### src/sv/dtsf_pkg.sv
// ----------------------------------------------------------------------------
// dtsf_pkg
// shared types, constants and register codes of the dual-tap sawtooth flanger
// ----------------------------------------------------------------------------
package dtsf_pkg;

    localparam int DELAY_LENGTH_DEF = 1024;
    localparam int CHANNELS_DEF     = 2;

    localparam int SAMPLE_W   = 24;
    localparam int DEPTH_W    = 18;
    localparam int PHASE_W    = 24;
    localparam int GAIN_W     = 16;
    localparam int CFG_IDX_W  = 3;
    localparam int CFG_DATA_W = 24;

    // register codes
    localparam logic [CFG_IDX_W-1:0] REG_DEPTH       = 3'd0;
    localparam logic [CFG_IDX_W-1:0] REG_PREDELAY    = 3'd1;
    localparam logic [CFG_IDX_W-1:0] REG_PHASE_STEP  = 3'd2;
    localparam logic [CFG_IDX_W-1:0] REG_GAIN_FIRST  = 3'd3;
    localparam logic [CFG_IDX_W-1:0] REG_GAIN_SECOND = 3'd4;

    localparam logic [PHASE_W-1:0] PHASE_STEP_RST = 24'd35;
    localparam logic [GAIN_W-1:0]  GAIN_RST       = 16'd16384;

    typedef enum logic [3:0] {
        ST_CLEAR,
        ST_IDLE,
        ST_PHASE,
        ST_DELAY,
        ST_POS,
        ST_WRAP,
        ST_RD0,
        ST_RD1,
        ST_INTERP,
        ST_MAC,
        ST_COMMIT
    } dtsf_state_t;

    typedef struct packed {
        logic clear;
        logic load_in;
        logic phase;
        logic delay;
        logic pos;
        logic wrap;
        logic rd_first;
        logic rd_second;
        logic interp;
        logic mac;
        logic commit;
    } dtsf_cmd_t;

    typedef struct packed {
        logic clear_last;
        logic wrap_last;
        logic tap_second;
        logic out_free;
    } dtsf_status_t;

endpackage

### src/sv/dtsf_ctrl.sv
// ----------------------------------------------------------------------------
// dtsf_ctrl
// sequencer: clearing pass, then per item two tap passes and a commit step
// ----------------------------------------------------------------------------
module dtsf_ctrl (
    input  logic                   aclk,
    input  logic                   aresetn,
    input  logic                   s_tvalid,
    output logic                   s_tready,
    input  dtsf_pkg::dtsf_status_t status,
    output dtsf_pkg::dtsf_cmd_t    cmd
);
    import dtsf_pkg::*;

    dtsf_state_t state_reg, state_next;

    always_ff @(posedge aclk) begin
        if (!aresetn) begin
            state_reg <= ST_CLEAR;
        end else begin
            state_reg <= state_next;
        end
    end

    always_comb begin
        state_next = state_reg;
        cmd        = '0;
        s_tready   = 1'b0;
        case (state_reg)
            ST_CLEAR: begin
                cmd.clear = 1'b1;
                if (status.clear_last) state_next = ST_IDLE;
            end
            ST_IDLE: begin
                s_tready = 1'b1;
                if (s_tvalid) begin
                    cmd.load_in = 1'b1;
                    state_next  = ST_PHASE;
                end
            end
            ST_PHASE: begin
                cmd.phase  = 1'b1;
                state_next = ST_DELAY;
            end
            ST_DELAY: begin
                cmd.delay  = 1'b1;
                state_next = ST_POS;
            end
            ST_POS: begin
                cmd.pos    = 1'b1;
                state_next = ST_WRAP;
            end
            ST_WRAP: begin
                cmd.wrap = 1'b1;
                if (status.wrap_last) state_next = ST_RD0;
            end
            ST_RD0: begin
                cmd.rd_first = 1'b1;
                state_next   = ST_RD1;
            end
            ST_RD1: begin
                cmd.rd_second = 1'b1;
                state_next    = ST_INTERP;
            end
            ST_INTERP: begin
                cmd.interp = 1'b1;
                state_next = ST_MAC;
            end
            ST_MAC: begin
                cmd.mac    = 1'b1;
                state_next = status.tap_second ? ST_COMMIT : ST_DELAY;
            end
            ST_COMMIT: begin
                if (status.out_free) begin
                    cmd.commit = 1'b1;
                    state_next = ST_IDLE;
                end
            end
            default: begin
                state_next = ST_IDLE;
            end
        endcase
    end

endmodule

### config.mk
export PLATFORM = sky130hd
export DESIGN_NAME = dtsf_ctrl
export DESIGN_NICKNAME = d
export VERILOG_FILES = /design/src/sv/dtsf_pkg.sv /design/src/sv/dtsf_ctrl.sv
export SDC_FILE = /design/constraint.sdc
export NUM_CORES = 1
export LEC_CHECK = 0
export ABC_AREA = 1
export BUFFER_PORTS_ARGS = -buffer_cell sky130_fd_sc_hd__buf_2
export CAP_MARGIN = 0
export CORE_AREA = 2 2 39 41
export DETAILED_ROUTE_END_ITERATION = 8
export DIE_AREA = 0 0 41 43
export GPL_TIMING_DRIVEN = 1
export HOLD_SLACK_MARGIN = 0.1
export SLEW_MARGIN = 0
export SYNTH_ARGS = -nofsm -noshare
export SYNTH_HDL_FRONTEND = slang
export SYNTH_SLANG_ARGS = --single-unit
### constraint.sdc
create_clock -name aclk -period 1.5 [get_ports aclk]
set_input_delay 0.075 -clock aclk [delete_from_list [all_inputs] [get_ports aclk]]
set_output_delay 0.075 -clock aclk [all_outputs]
set_load 0.1 [all_outputs]
==> flow_summary_export.csv <==
group,metric,value,unit
route,avgViaCountPerCell,4.46,
worst_setup_path,crit_start,"state_reg[0]$_SDFFE_PN0P_",
die,core.rowCount,14,
sta,timing_hold_violations_final,0,
clock_network,clk_path_buf_depth,2,
yosys,synth_sequential_area_ratio,22.2,%
route,drt_first_pass_iters,4,
worst_setup_path,r2r_end,"state_reg[3]$_SDFFE_PN0P_",
sta,whs,151,ps
cells_and_area,fillerInstances,118,
clock_network,tritoncts_clock_tree,"built",
yosys,netlist_instances,69,
cells_and_area,largest_register_ff_count,4,
route,totalWireLength,1.17,mm
cells_and_area,layout_common_cells,"sky130_fd_sc_hd__nand2_1, sky130_fd_sc_hd__inv_1, sky130_fd_sc_hd__buf_12",
global_route,grt_pass1_vias,453,
pwr,power.density,1880,nW/um^2
worst_setup_path,r2r_setup_slk,300,ps
worst_setup_path,endpoint_kind,"output pin",
cells_and_area,layout.cell_area.non_filler,787,um^2
yosys,postSynthRegisterBits,4,
clock_network,tritoncts.num_buffers,3,
worst_setup_path,worstSetupEndpoint,"cmd[6]",
sta,max-slew-margin-rel,67.9,%
global_route,grt_antenna_before_repair,0,
yosys,synth_cell_types,15,
pwr,max-vdd-ir-drop,0.00110,V
sta,max_clock_freq,707,MHz
sta,tightest_slew,486,ps
sta,final_critical_path_share_of_the_clock_period,94.3,%
worst_setup_path,path_max_fanout,6,
flow_run,max-cap-violations,0,
global_route,grt_util_all_layers,16.9,%
die,die_area,1760,um^2
cells_and_area,final_common_cell,"sky130_fd_sc_hd__nand2_1",
cells_and_area,drive_gt1_share,46.7,%
route,post_drt_wl_per_cell,10.8,um
placement,hpwl,948,um
global_route,pin_count_of_the_biggest_net_entering_global_routing,7,
sta,grt_setup_unrepaired,"no",
yosys,synthesis.area_per_instance,5.22,um^2
route,dr.first_iter.drc_count,8,
clock_network,clock-sinks,4,
yosys,ys_warn_count,0,
hold_path,timing.hold.worst.class,"input port to register",
outcome,run_status,"complete, no violations",
route,drt_drc_violations_left,0,
worst_setup_path,r2r_cells,9,
sta,finalSetupViolCount,0,
clock_network,insertion_delay,250,ps
cells_and_area,num-nets-final,100,
global_route,grt_pass1_wl,1.90,mm
clock_network,clkTransAtPathRegs,40,ps
worst_setup_path,critPathRequiredTime,1420,ps
sta,finClkSkew,3.18,ps
die,ioPinCount,19,
global_route,grt-ovfl-total,0,
clock_network,h-tree-depth,1,
pwr,leakage,0.391,nW
placement,place_congestion,0.826,
yosys,netlist_area,360,um^2
worst_setup_path,worst-setup-path-type,"register to output pin",
cells_and_area,area_delta_synth_final,118,%
placement,placed_area,743,um^2
cells_and_area,ff_latch_area,90.1,um^2
die,floorplan.initialDensity,26.0,%
yosys,syn-num-nets,76,
sta,layout_min_cycle_time,1410,ps
worst_setup_path,worstPathArrival,1340,ps
cells_and_area,multi_input_comb_area,307,um^2
die,fp.dieW,41,um
hold_path,worstHoldPathCells,5,
clock_network,clk_root_buffer_cell,"sky130_fd_sc_hd__clkbuf_4",
route,final_antenna_net_count,0,
worst_setup_path,cp-start-kind,"register",
cells_and_area,insertedDiodeCount,0,
placement,io_buffer_count,18,
die,fp.coreArea,1380,um^2
route,vias,482,
pwr,power,1.48,mW
sta,max_slew_violation_count,0,
worst_setup_path,crit-reg2reg-launch,"state_reg[2]$_SDFFE_PN0P_",
die,die_y,43,um
synth_stat cells:
library cell | count | area share [%]
sky130_fd_sc_hd__inv_1 | 17 | 18
sky130_fd_sc_hd__nand2_1 | 18 | 19
sky130_fd_sc_hd__nor2_2 | 1 | 1.7
sky130_fd_sc_hd__dfxtp_1 | 4 | 22
sky130_fd_sc_hd__nor3_2 | 1 | 2.8
sky130_fd_sc_hd__nor2_1 | 12 | 12
sky130_fd_sc_hd__nor3_1 | 3 | 4.2
sky130_fd_sc_hd__o21a_1 | 1 | 2.1
sky130_fd_sc_hd__o21ai_0 | 1 | 1.4
sky130_fd_sc_hd__nand3b_1 | 1 | 2.1
sky130_fd_sc_hd__nand3_1 | 4 | 5.6
sky130_fd_sc_hd__nand4_1 | 1 | 1.7
sky130_fd_sc_hd__nor4_1 | 1 | 1.7
sky130_fd_sc_hd__o21ai_1 | 1 | 1.4
sky130_fd_sc_hd__a21oi_1 | 3 | 4.2
power breakdown:
part / switching [mW] / internal, mW / total, mW
clock: 0.0573 / 0.101 / 0.158
combinational: 0.734 / 0.374 / 1.11
sequential: 0.0692 / 0.147 / 0.216
critical path, stage by stage, from the launching register on:
cell	delay [ps]
sky130_fd_sc_hd__dfxtp_4	380
sky130_fd_sc_hd__nor2_1	270
sky130_fd_sc_hd__nand2_1	160
sky130_fd_sc_hd__clkinvlp_4	120
sky130_fd_sc_hd__buf_12	170
layer usage:
| metal | wire (um) | vias up | share of wire [%] | GRT usage (%) |
|---|---|---|---|---|
| met4 | 37 | 0 | 3.2 | 12.0 |
| li1 | - | 259 | - | - |
| met3 | 54 | 5 | 4.6 | 4.71 |
| met1 | 509 | 204 | 44 | 21.1 |
| met5 | 0 | - | 0 | 0 |
| met2 | 565 | 14 | 48 | 23.8 |
area by class of cell:
type                            count  share of cell area, %
Multi-Input combinational cell     48                   39.0
Sequential cell                     4                   11.4
Clock buffer                        4                   3.34
Timing Repair Buffer               19                   33.7
Inverter                           17                   10.0
Tap cell                           16                   2.54
how the worst min path moves through the flow:
stage	to	slack, ps	startpoint
2_1_floorplan	state_reg[3]$_SDFFE_PN0P_	170	aresetn
3_3_place_gp	state_reg[3]$_SDFFE_PN0P_	300	aresetn
3_5_place_dp	state_reg[3]$_SDFFE_PN0P_	300	aresetn
4_1_cts	state_reg[3]$_SDFFE_PN0P_	150	status[1]
5_1_grt	state_reg[3]$_SDFFE_PN0P_	170	status[1]
6_report	state_reg[3]$_SDFFE_PN0P_	150	status[1]
through the flow:
stage               instances  TNS [ps]  utilization, %  worst slack (ps)
global placement          103         0            53.7               265
detailed placement        103         0            53.7               273
finish                    108         0            56.9              85.2
floorplan                  69      -259               -             -99.1
global route              108         0            56.9              2.93
CTS                       108         0            56.3              41.5
cells by family after synthesis:
family,count (synthesis),synth area share (%)
flip-flops,4,22.2
AO/OA/AOI/OAI,6,9.02
buffers and inverters,17,17.7
AND/OR/NAND/NOR,42,51.0
timing repair:
item,in CTS,in global routing
endpoints found under the setup margin,0,3
gates resized for setup,0,2
setup buffers,0,0
hold buffers,1,0
endpoints found under the hold margin,2,0
(Power assumes the default switching activity.)
